===== config.mk =====
export PLATFORM = sky130hd
export DESIGN_NAME = rv32i_integer_execute_top
export DESIGN_NICKNAME = d
export VERILOG_FILES = /design/src/design/rv32ie_pkg.sv /design/src/design/rv32i_integer_execute_top.sv /design/src/design/rv32ie_regfile.sv /design/src/design/rv32ie_alu.sv
export SDC_FILE = /design/constraint.sdc
export NUM_CORES = 2
export LEC_CHECK = 0
export BUFFER_PORTS_ARGS = -buffer_cell sky130_fd_sc_hd__buf_2
export CORE_ASPECT_RATIO = 1.4
export CORE_UTILIZATION = 55
export DETAILED_ROUTE_END_ITERATION = 7
export HOLD_SLACK_MARGIN = 0.06
export PLACE_DENSITY = 0.81
export SYNTH_ARGS = -nofsm -noshare
export SYNTH_HDL_FRONTEND = slang
export SYNTH_SLANG_ARGS = --single-unit
export TNS_END_PERCENT = 1

===== constraint.sdc =====
create_clock -name clock -period 5.5 [get_ports clock]
set_clock_uncertainty 0.15 [all_clocks]
set_input_delay 0.275 -clock clock [delete_from_list [all_inputs] [get_ports clock]]
set_output_delay 0.275 -clock clock [all_outputs]
set_load 0.02 [all_outputs]

===== src/design/rv32ie_pkg.sv =====
// ---------------------------------------------------------------------------
// rv32ie_pkg
// Shared types and constants for the RV32I integer execute block: the
// instruction class codes, funct3 codes, item and result records.
// ---------------------------------------------------------------------------
package rv32ie_pkg;

   // data path and register file geometry
   localparam int XLEN       = 32;
   localparam int RF_DEPTH   = 32;
   localparam int RF_IDX_W   = 5;

   // fixed encodings
   localparam logic [6:0]      ALT_FUNCT7    = 7'h20;
   localparam logic [6:0]      MULDIV_FUNCT7 = 7'h01;
   localparam logic [XLEN-1:0] INSTR_BYTES   = 32'd4;
   localparam logic [XLEN-1:0] JALR_MASK     = ~32'd1;
   localparam int              SHAMT_W       = 5;

   // stream widths
   localparam int REQ_TDATA_W = 96;
   localparam int REQ_TUSER_W = 3;
   localparam int RSP_TDATA_W = 72;

   // instruction class
   typedef enum logic [2:0] {
      ACT_LUI    = 3'd0,
      ACT_AUIPC  = 3'd1,
      ACT_OP_IMM = 3'd2,
      ACT_OP     = 3'd3,
      ACT_BRANCH = 3'd4,
      ACT_JAL    = 3'd5,
      ACT_JALR   = 3'd6,
      ACT_FENCE  = 3'd7
   } action_type;

   // alu funct3 codes
   localparam logic [2:0] F3_ADD  = 3'd0;
   localparam logic [2:0] F3_SLL  = 3'd1;
   localparam logic [2:0] F3_SLT  = 3'd2;
   localparam logic [2:0] F3_SLTU = 3'd3;
   localparam logic [2:0] F3_XOR  = 3'd4;
   localparam logic [2:0] F3_SR   = 3'd5;
   localparam logic [2:0] F3_OR   = 3'd6;
   localparam logic [2:0] F3_AND  = 3'd7;

   // branch funct3 codes
   localparam logic [2:0] F3_BEQ  = 3'd0;
   localparam logic [2:0] F3_BNE  = 3'd1;
   localparam logic [2:0] F3_BLT  = 3'd4;
   localparam logic [2:0] F3_BGE  = 3'd5;
   localparam logic [2:0] F3_BLTU = 3'd6;
   localparam logic [2:0] F3_BGEU = 3'd7;

   // one decoded instruction
   typedef struct packed {
      action_type               action;
      logic [2:0]               funct3;
      logic [6:0]               funct7;
      logic [RF_IDX_W-1:0]      dest_reg;
      logic [RF_IDX_W-1:0]      src1_reg;
      logic [RF_IDX_W-1:0]      src2_reg;
      logic signed [XLEN-1:0]   immediate;
      logic [XLEN-1:0]          instr_pc;
   } item_type;

   // one result, packed with next_pc in the lowest bits
   typedef struct packed {
      logic                     illegal;
      logic                     branch_taken;
      logic [XLEN-1:0]          write_value;
      logic [RF_IDX_W-1:0]      write_index;
      logic                     write_enable;
      logic [XLEN-1:0]          next_pc;
   } result_type;

endpackage


===== src/design/rv32i_integer_execute_top.sv =====
// ---------------------------------------------------------------------------
// rv32i_integer_execute_top
// RV32I integer execute stage with a 32-entry register file and bypass.
// ---------------------------------------------------------------------------
// Usage:
//  - req_* carries one decoded instruction per transfer; req_tuser holds the
//    instruction class, req_tdata the remaining fields.
//  - rsp_* returns exactly one result per instruction, in order: next pc,
//    register write-back, branch-taken and illegal flags.
//  - an accepted instruction is latched with its operands into the operand
//    stage; its result is then registered into the output register on rsp_*.
//  - throughput: one instruction per clock while rsp_* is not stalled. The
//    operands are read from the register file at acceptance; the result of
//    the instruction just ahead is forwarded from the output register, so
//    dependent back-to-back instructions run at full rate.
//  - the register file is written when an instruction moves into the
//    output register, so later instructions always see its effect.
//  - reset clears all registers to zero (per-entry valid bits, no clearing
//    pass) and empties both pipeline stages.
//  - when rsp_tready is low with a result pending, the operand stage holds
//    one more instruction and then req_tready drops until the result is
//    taken.
// ---------------------------------------------------------------------------
module rv32i_integer_execute_top (
   input  logic                                 clock,
   input  logic                                 reset,
   input  logic                                 req_tvalid,
   output logic                                 req_tready,
   // funct3, funct7, dest_reg, src1_reg, src2_reg, immediate, instr_pc, zero pad
   input  logic [rv32ie_pkg::REQ_TDATA_W-1:0]   req_tdata,
   // action
   input  logic [rv32ie_pkg::REQ_TUSER_W-1:0]   req_tuser,
   output logic                                 rsp_tvalid,
   input  logic                                 rsp_tready,
   // next_pc, write_enable, write_index, write_value, branch_taken, illegal
   output logic [rv32ie_pkg::RSP_TDATA_W-1:0]   rsp_tdata
);
   import rv32ie_pkg::*;

   item_type        req_item;
   logic            req_accept;
   logic            s1_advance;
   logic            s1_move;
   logic            s1_valid_ff;
   logic            s1_valid_in;
   item_type        s1_item_ff;
   logic            fwd1_ff;
   logic            fwd2_ff;
   logic            fwd1_in;
   logic            fwd2_in;
   logic [XLEN-1:0] rf_data1;
   logic [XLEN-1:0] rf_data2;
   logic [XLEN-1:0] src1_value;
   logic [XLEN-1:0] src2_value;
   result_type      ex_result;
   logic            rsp_valid_ff;
   logic            rsp_valid_in;
   result_type      rsp_result_ff;

   // unpack the request
   always_comb begin
      req_item.action    = action_type'(req_tuser[2:0]);
      req_item.funct3    = req_tdata[2:0];
      req_item.funct7    = req_tdata[9:3];
      req_item.dest_reg  = req_tdata[14:10];
      req_item.src1_reg  = req_tdata[19:15];
      req_item.src2_reg  = req_tdata[24:20];
      req_item.immediate = $signed(req_tdata[56:25]);
      req_item.instr_pc  = req_tdata[88:57];
   end

   // handshake
   assign s1_advance = !rsp_valid_ff || rsp_tready;
   assign s1_move    = s1_valid_ff && s1_advance;
   assign req_tready = !s1_valid_ff || s1_advance;
   assign req_accept = req_tvalid && req_tready;

   // forward from the instruction leaving execute in the same cycle
   assign fwd1_in = s1_valid_ff && ex_result.write_enable
                    && (ex_result.write_index == req_item.src1_reg);
   assign fwd2_in = s1_valid_ff && ex_result.write_enable
                    && (ex_result.write_index == req_item.src2_reg);

   // operand stage control
   always_comb begin
      s1_valid_in = s1_valid_ff;
      if (req_accept) begin
         s1_valid_in = 1'b1;
      end else if (s1_advance) begin
         s1_valid_in = 1'b0;
      end
   end

   always_ff @(posedge clock) begin
      if (reset) begin
         s1_valid_ff <= 1'b0;
      end else begin
         s1_valid_ff <= s1_valid_in;
      end
   end

   // operand stage payload
   always_ff @(posedge clock) begin
      if (req_accept) begin
         s1_item_ff <= req_item;
         fwd1_ff    <= fwd1_in;
         fwd2_ff    <= fwd2_in;
      end
   end

   // register file
   rv32ie_regfile u_regfile (
      .clock    (clock),
      .reset    (reset),
      .wr_en    (s1_move && ex_result.write_enable),
      .wr_idx   (ex_result.write_index),
      .wr_data  (ex_result.write_value),
      .rd_en    (req_accept),
      .rd_idx1  (req_item.src1_reg),
      .rd_idx2  (req_item.src2_reg),
      .rd_data1 (rf_data1),
      .rd_data2 (rf_data2)
   );

   // operand bypass from the output register
   assign src1_value = fwd1_ff ? rsp_result_ff.write_value : rf_data1;
   assign src2_value = fwd2_ff ? rsp_result_ff.write_value : rf_data2;

   // execute
   rv32ie_alu u_alu (
      .item       (s1_item_ff),
      .src1_value (src1_value),
      .src2_value (src2_value),
      .result     (ex_result)
   );

   // result register control
   always_comb begin
      rsp_valid_in = rsp_valid_ff;
      if (s1_move) begin
         rsp_valid_in = 1'b1;
      end else if (rsp_tready) begin
         rsp_valid_in = 1'b0;
      end
   end

   always_ff @(posedge clock) begin
      if (reset) begin
         rsp_valid_ff <= 1'b0;
      end else begin
         rsp_valid_ff <= rsp_valid_in;
      end
   end

   // result register payload
   always_ff @(posedge clock) begin
      if (s1_move) begin
         rsp_result_ff <= ex_result;
      end
   end

   assign rsp_tvalid = rsp_valid_ff;
   assign rsp_tdata  = rsp_result_ff;

`ifndef SYNTHESIS
   // an illegal encoding never writes back
   assert property (@(posedge clock) disable iff (reset)
      rsp_valid_ff && rsp_result_ff.illegal |-> !rsp_result_ff.write_enable)
      else $error("illegal instruction reported a write-back");

   // register 0 is never the write target
   assert property (@(posedge clock) disable iff (reset)
      rsp_valid_ff && rsp_result_ff.write_enable |-> rsp_result_ff.write_index != '0)
      else $error("write-back to register 0");

   // an executed instruction always lands in the result register
   assert property (@(posedge clock) disable iff (reset)
      s1_move |=> rsp_valid_ff)
      else $error("executed instruction lost");

   // full pipe with a stalled receiver must not take a new instruction
   assert property (@(posedge clock) disable iff (reset)
      s1_valid_ff && rsp_valid_ff && !rsp_tready |-> !req_tready)
      else $error("request accepted while pipeline full and stalled");

   // a held result stays put while the receiver stalls
   assert property (@(posedge clock) disable iff (reset)
      rsp_valid_ff && !rsp_tready |=> $stable(rsp_result_ff) && !s1_move || rsp_tready)
      else $error("stalled result changed");
`endif

endmodule


===== src/design/rv32ie_regfile.sv =====
// ---------------------------------------------------------------------------
// rv32ie_regfile
// 32 x 32 integer register file: one write port, two read ports with
// registered read data. Per-entry valid bits make unwritten entries read
// as zero right after reset; register 0 is never written by the ALU and reads zero.
// ---------------------------------------------------------------------------
module rv32ie_regfile (
   input  logic                           clock,
   input  logic                           reset,
   input  logic                           wr_en,
   input  logic [rv32ie_pkg::RF_IDX_W-1:0] wr_idx,
   input  logic [rv32ie_pkg::XLEN-1:0]     wr_data,
   input  logic                           rd_en,
   input  logic [rv32ie_pkg::RF_IDX_W-1:0] rd_idx1,
   input  logic [rv32ie_pkg::RF_IDX_W-1:0] rd_idx2,
   output logic [rv32ie_pkg::XLEN-1:0]     rd_data1,
   output logic [rv32ie_pkg::XLEN-1:0]     rd_data2
);
   import rv32ie_pkg::*;

   logic [XLEN-1:0]     mem [RF_DEPTH];
   logic [RF_DEPTH-1:0] valid_ff;
   logic [XLEN-1:0]     rd_data1_ff;
   logic [XLEN-1:0]     rd_data2_ff;

   // storage write
   always_ff @(posedge clock) begin
      if (wr_en) begin
         mem[wr_idx] <= wr_data;
      end
   end

   // valid bits, cleared by reset
   always_ff @(posedge clock) begin
      if (reset) begin
         valid_ff <= '0;
      end else if (wr_en) begin
         valid_ff[wr_idx] <= 1'b1;
      end
   end

   // registered reads, unwritten entries read as zero
   always_ff @(posedge clock) begin
      if (rd_en) begin
         rd_data1_ff <= valid_ff[rd_idx1] ? mem[rd_idx1] : '0;
         rd_data2_ff <= valid_ff[rd_idx2] ? mem[rd_idx2] : '0;
      end
   end

   assign rd_data1 = rd_data1_ff;
   assign rd_data2 = rd_data2_ff;

endmodule


===== src/design/rv32ie_alu.sv =====
// ---------------------------------------------------------------------------
// rv32ie_alu
// Combinational execute logic: ALU, branch compare, jump target and
// write-back selection for one instruction and its two operands.
// ---------------------------------------------------------------------------
module rv32ie_alu (
   input  rv32ie_pkg::item_type        item,
   input  logic [rv32ie_pkg::XLEN-1:0] src1_value,
   input  logic [rv32ie_pkg::XLEN-1:0] src2_value,
   output rv32ie_pkg::result_type      result
);
   import rv32ie_pkg::*;

   logic [XLEN-1:0]    imm_u;
   logic [XLEN-1:0]    opnd_b;
   logic               alt;
   logic               do_sub;
   logic [SHAMT_W-1:0] shamt;
   logic [XLEN-1:0]    alu_value;
   logic [XLEN-1:0]    pc_plus4;
   logic [XLEN-1:0]    pc_target;
   logic               cond_true;
   logic               cond_bad;
   logic [XLEN-1:0]    value;
   logic [XLEN-1:0]    npc;
   logic               wr;
   logic               wr_final;
   logic               taken;
   logic               bad;

   assign imm_u     = item.immediate;
   assign opnd_b    = (item.action == ACT_OP) ? src2_value : imm_u;
   assign alt       = (item.funct7 == ALT_FUNCT7);
   assign do_sub    = alt && (item.action == ACT_OP);
   assign shamt     = opnd_b[SHAMT_W-1:0];
   assign pc_plus4  = item.instr_pc + INSTR_BYTES;
   assign pc_target = item.instr_pc + imm_u;

   // shared alu for op and op_imm
   always_comb begin
      case (item.funct3)
         F3_ADD:  alu_value = do_sub ? (src1_value - opnd_b) : (src1_value + opnd_b);
         F3_SLL:  alu_value = src1_value << shamt;
         F3_SLT:  alu_value = {{(XLEN-1){1'b0}},
                               ($signed(src1_value) < $signed(opnd_b))};
         F3_SLTU: alu_value = {{(XLEN-1){1'b0}}, (src1_value < opnd_b)};
         F3_XOR:  alu_value = src1_value ^ opnd_b;
         F3_SR:   alu_value = alt ? XLEN'($signed(src1_value) >>> shamt)
                                  : (src1_value >> shamt);
         F3_OR:   alu_value = src1_value | opnd_b;
         F3_AND:  alu_value = src1_value & opnd_b;
         default: alu_value = '0;
      endcase
   end

   // branch condition
   always_comb begin
      cond_bad = 1'b0;
      case (item.funct3)
         F3_BEQ:  cond_true = (src1_value == src2_value);
         F3_BNE:  cond_true = (src1_value != src2_value);
         F3_BLT:  cond_true = ($signed(src1_value) < $signed(src2_value));
         F3_BGE:  cond_true = !($signed(src1_value) < $signed(src2_value));
         F3_BLTU: cond_true = (src1_value < src2_value);
         F3_BGEU: cond_true = (src1_value >= src2_value);
         default: begin
            cond_true = 1'b0;
            cond_bad  = 1'b1;
         end
      endcase
   end

   // per-class selection
   always_comb begin
      value = '0;
      npc   = pc_plus4;
      wr    = 1'b0;
      taken = 1'b0;
      bad   = 1'b0;
      case (item.action)
         ACT_LUI: begin
            value = imm_u;
            wr    = 1'b1;
         end
         ACT_AUIPC: begin
            value = pc_target;
            wr    = 1'b1;
         end
         ACT_OP_IMM: begin
            value = alu_value;
            wr    = 1'b1;
         end
         ACT_OP: begin
            if (item.funct7 == MULDIV_FUNCT7) begin
               bad = 1'b1;
            end else begin
               value = alu_value;
               wr    = 1'b1;
            end
         end
         ACT_BRANCH: begin
            taken = cond_true;
            bad   = cond_bad;
            if (cond_true) begin
               npc = pc_target;
            end
         end
         ACT_JAL: begin
            value = pc_plus4;
            wr    = 1'b1;
            npc   = pc_target;
         end
         ACT_JALR: begin
            value = pc_plus4;
            wr    = 1'b1;
            npc   = (src1_value + imm_u) & JALR_MASK;
         end
         ACT_FENCE: begin
            wr = 1'b0;
         end
         default: begin
            wr = 1'b0;
         end
      endcase
   end

   // register 0 is never written; no write-back reports zeros
   assign wr_final            = wr && (item.dest_reg != '0);
   assign result.next_pc      = npc;
   assign result.write_enable = wr_final;
   assign result.write_index  = wr_final ? item.dest_reg : '0;
   assign result.write_value  = wr_final ? value : '0;
   assign result.branch_taken = taken;
   assign result.illegal      = bad;

endmodule

# After elaboration in Yosys (flattened, before gate mapping)
# Memories as Yosys holds them, arrays and structs flattened. A register that Yosys moved wholly into a read port is not among the register bits.
# Index checks and enable logic that the tools add are counted.
# word_totals
rom_bits	0
latch_bits	0
ram_bits	1024
output_inout_bits	74
memories	1
reg_bits	190
# mem_list
name	words	word_bits	rd	rd_ports_with_merged_regs	write_ports	line_no	text
u_regfile.mem	32	32	2	2	1	rv32ie_regfile.sv:21	logic [XLEN-1:0] mem [RF_DEPTH];
# classes
eq_ne	19
shift	3
n_mux	30
addsub	5
magnitude_cmp	9
n_mul	0
reduce_logical	24
n_bitwise	4
div_mod_pow	0
# ops
op	count
2-to-1 mux 32 bit	8
case mux 32 bit (8 select lines)	1
case mux 32 bit (5 select lines)	1
less-than comparator 32 bit	4
adder 32 bit	3
case mux 32 bit (3 select lines)	1
bitwise OR 32 bit	2
adder 32 x 3 -> 32 bit (second input constant)	1
bitwise AND 32 bit	1
equality test 32 bit	1
>= comparator 32 bit	1
inequality test 32 bit	1
<< shifter 32 x 5 -> 32 bit	1
>> shifter 32 x 5 -> 32 bit	1
>>> shifter 32 x 5 -> 32 bit	1
subtractor 32 bit	1
XOR 32 bit	1
equality test 3 bit (second input constant)	7
less-than comparator 5 x 6 -> 1 bit (second input constant)	3
equality test 3 x 2 -> 1 bit (second input constant)	4
2-to-1 mux 1 bit	12
binary-select mux 1 bit (select 5 bit)	2
equality test 5 bit	2
logical AND 1 bit	9
other kinds (16)	25

# Logic depth before layout (Yosys ltp)
# logic_depth
depth_word	10
depth_mapped	22
depth_no_buf	17

# Cells and area by module
# Synthesis repeated with hierarchy kept, for this count alone.
# hier_totals
cells_unflattened	5801
area_unflattened_um2	74159.9
# by_module_without_submodules
module	area_per_inst_um2	seq_area_each_um2	cells_each	instances
rv32ie_regfile	51768.4	33311.9	3075	1
rv32ie_alu	16120.5	0.0	2462	1
rv32i_integer_execute_top	6271.0	5024.8	264	1

# Worst setup path before layout
# No wires, ideal clock.
# synth_timing
path_type	register to register
start	reg s1_item_ff[32] (netlist bit)
end	reg rsp_result_ff, in the netlist rsp_tdata[66] (data pin)
setup_ps	628
stages_incl_launch_ff	13
n_path_buf	0
setup_slack_ps	-311
arrival_ps	5033
path_cell_list	edfxtp_1 ha_1 fa_1 a21o_1 a2111oi_1 a22oi_1 o211ai_1 a21oi_1 o21ai_0 a21oi_1 xor2_1 nor2_1 o311ai_0
# synth_lines
item	line_no	text
from (decl)	rv32i_integer_execute_top.sv:46	item_type s1_item_ff;
from (signal assigned)	rv32i_integer_execute_top.sv:105	s1_item_ff <= req_item;
to (signal assigned)	rv32i_integer_execute_top.sv:158	rsp_result_ff <= ex_result;
to (decl)	rv32i_integer_execute_top.sv:58	result_type rsp_result_ff;

==> metrics.txt <==
Layout Nets about 5500; critical-path maximum fanout 11; post-synth top area share 0.528; first-pass GRT wire length about 380 mm; crit start category register; Net Sw Frac 0.279; adder-cell area share of the yosys netlist 0.0343; post-cts resize count 0; Crit path arrival time 5570 ps; Post-CTS Setup Repair Bufs 0; dpl hpwl about 170 mm; top cells by area, synth edfxtp_1, mux4_2, mux2i_1, ha_1, nor2_1; sequential power share 0.472; Post-synth EDFFs around 1200; die height approximately 430 um; Clock transition at path regs roughly 60 ps; slew margin rel. 0.124; Placed Area between 70000 and 80000 um^2; worst skew pair latency ~800 ps; Seq. cell area 38000 um^2; clock power share 0.344; clock sinks approximately 1300; Finished Cell Area a little over 80000 um^2; Root Buffer clkbuf_16; RSZ-0062 raised after global routing no; P_sw roughly 6600 uW; Synth Area in Compound Gates 0.0792; H-tree depth 3; post-synthesis sequential area ratio 0.538; Reg-to-Reg Start fwd2_ff$_DFFE_PP_; Syn Area/Cell 14.8 um^2; routed via count 51300; vias in the first global route around 53000; hold_buf cts approximately 150; Antenna Nets Post-Route 0; P per Cell Area 291 nW/um^2; max_cap viols 0; total gr overflow 0; DR pass1 iterations 8; Hold Vio Cnt, Final 0; io pins about 180; CTS tree yes; max-slew violation count 0; antenna violations before repair 7; Max Buffers Root-to-Sink 3; Worst VDD drop roughly 0.25 mV; Worst Setup Path Type register to register; status finished, final reports clean; Initial Util 0.554; Core Rows approximately 160; Non-Filler Instances 6981; min-delay src req_tdata[38]; post-synth cell types 91; final wirelength roughly 270 mm; die area roughly 130000 um^2; Post-Synth XOR/XNOR Area 0.0161; Worst-Margin Slew 1300 ps; Reg-to-Reg End rsp_tdata[4]$_DFFE_PP_; setup slack, reg-to-reg approximately 270 ps; routed vias/inst around 7.3; main combinational cell family by area after synthesis multiplexers; Area growth syn-to-layout 14.6%; synthesized cell area between 70000 and 80000 um^2; Avg WL per Cell roughly 38 um; final setup fails 0; Iter 0 DRT Violations between 7000 and 8000; layout cells sized above 1 0.265; die width about 310 um; footprint of the multi-input gates 31500 um^2; FF-to-FF path depth 16; Critical Path End Type register; Place WS about 450 ps; largest net degree at the start of global routing 103; IO buf count approximately 170; Pleak slightly below 0.03 uW; placed cells 6617; Data required, critical path 5850 ps; hold path depth 2; Worst Hold Path EP s1_item_ff[45]$_DFFE_PP_; Worst Slack Setup Final around 270 ps; DRC violations left 0; GRT Total Usage 0.410; Ys Warns 0; Comb pwr share 0.184; Pint between 15000 and 20000 uW; Synth async-reset ratio 0; Post-Synth Simple-Gate Area 0.0547; Cells after Synth ~4800; Yosys reg bits 1278; period utilization 0.950; CTS Buf Count about 110; Max Clk Rate between 0.15 and 0.2 GHz; commonest non-fill, non-tap cell in the layout edfxtp_1; core box area between 100000 and 150000 um^2; Hold/Removal Path Class input pin to register; fillcell total roughly 8600; Main synth FF type edfxtp_1; most frequent cells in the layout edfxtp_1, mux4_2, nor2_1; mux cell area share after synthesis 0.252; gp weighted congestion between 1 and 1.5; area leader, netlist edfxtp_1; post-layout util 0.636; Setup TNS 0 ps; min Tclk post-route around 5200 ps
## sequential cells by signal, indices dropped and copies added (netlist names)
name	count
s1_valid_ff	1
rsp_tdata	72
u_regfile.rd_data1	32
u_regfile.rd_data2	32
fwd2_ff	1
rsp_tvalid	1
u_regfile.mem	1024
fwd1_ff	1
u_regfile.valid_ff	32
s1_item_ff	82
## cell families after synthesis
| family | count (synthesis) |
|---|---|
| mux | 952 |
| simple gates | 876 |
| fa+ha+maj | 192 |
| other cells | 1 |
| compound gates | 901 |
| flops | 1278 |
| buf+inv | 459 |
| xor+xnor | 130 |
## worst max-delay path by stage
| stage | depth (start not counted) | endpoint | slack (ps) | startpoint |
|---|---|---|---|---|
| after floorplan | 20 | rsp_tdata[58]$_DFFE_PP_ | -310 | fwd2_ff$_DFFE_PP_ |
| after global placement | 17 | u_regfile.mem[10][28]$_DFFE_PP_ | 510 | fwd2_ff$_DFFE_PP_ |
| after detailed placement | 17 | u_regfile.mem[10][28]$_DFFE_PP_ | 450 | fwd2_ff$_DFFE_PP_ |
| after CTS | 17 | u_regfile.mem[10][28]$_DFFE_PP_ | 440 | fwd2_ff$_DFFE_PP_ |
| after global routing | 17 | u_regfile.mem[8][28]$_DFFE_PP_ | 130 | fwd2_ff$_DFFE_PP_ |
| final | 16 | rsp_tdata[4]$_DFFE_PP_ | 270 | fwd2_ff$_DFFE_PP_ |
## metal layers
| metal | routed length (um) | global-route usage |
|---|---|---|
| met5 | 17 | 0 |
| met4 | 27900 | 0.355 |
| met3 | 26300 | 0.0785 |
| met2 | 131000 | 0.691 |
| met1 | 82000 | 0.447 |
## power groups by stage
stage / Sequential, uW / Combinational, uW / Clock, uW
2_1_floorplan: 11400 / 2460 / 0
3_3_place_gp: 11300 / 4030 / 0
3_5_place_dp: 11300 / 4090 / 0
4_1_cts: 11100 / 4220 / 8130
5_1_grt: 11100 / 4510 / 8450
6_report: 11100 / 4340 / 8120
## layout make-up
class | instances | share of cell area
Sequential cell | 1278 | 0.469
Multi-Input combinational cell | 3083 | 0.389
Timing Repair Buffer | 611 | 0.0645
Clock buffer | 138 | 0.0369
Tap cell | 1648 | 0.0254
Clock inverter | 70 | 0.00848
Inverter | 144 | 0.00674
Antenna cell | 9 | 0.000278
## critical path: stages (launching register included)
cell	delay, ps
edfxtp_1	350
buf_4	260
buf_4	290
mux2i_1	310
ha_1	340
nand3_1	190
nor4_1	270
buf_4	190
nand2_1	170
or4_1	760
o21ai_0	280
a311oi_1	90
a31oi_2	260
buf_12	190
o21a_1	410
buf_4	260
o221ai_1	150
## synth_stat cells (22+ instances only)
master    count
nand3_1      76
nor3_1       36
inv_1       137
nor2_1      364
and3_1       31
xor2_1       38
o21ai_0     243
clkbuf_1    212
mux2i_1     255
nand2_1     254
buf_2        29
mux2_2       32
o22ai_1      22
o211ai_1     35
mux4_2      660
edfxtp_1   1244
a22oi_1      40
a21o_1       43
a21oi_1     269
dfxtp_1      34
buf_1        57
a211oi_1     35
xnor2_1      92
a31oi_1      35
ha_1        189
## through the flow
step | hold WS [ps] | power, uW
floorplan | 224 | 13800
global placement | 301 | 15400
detailed placement | 303 | 15400
CTS | 61.3 | 23500
global route | 75.8 | 24100
finish | 76.6 | 23600
Note: power is estimated with default switching activity, not from simulation.
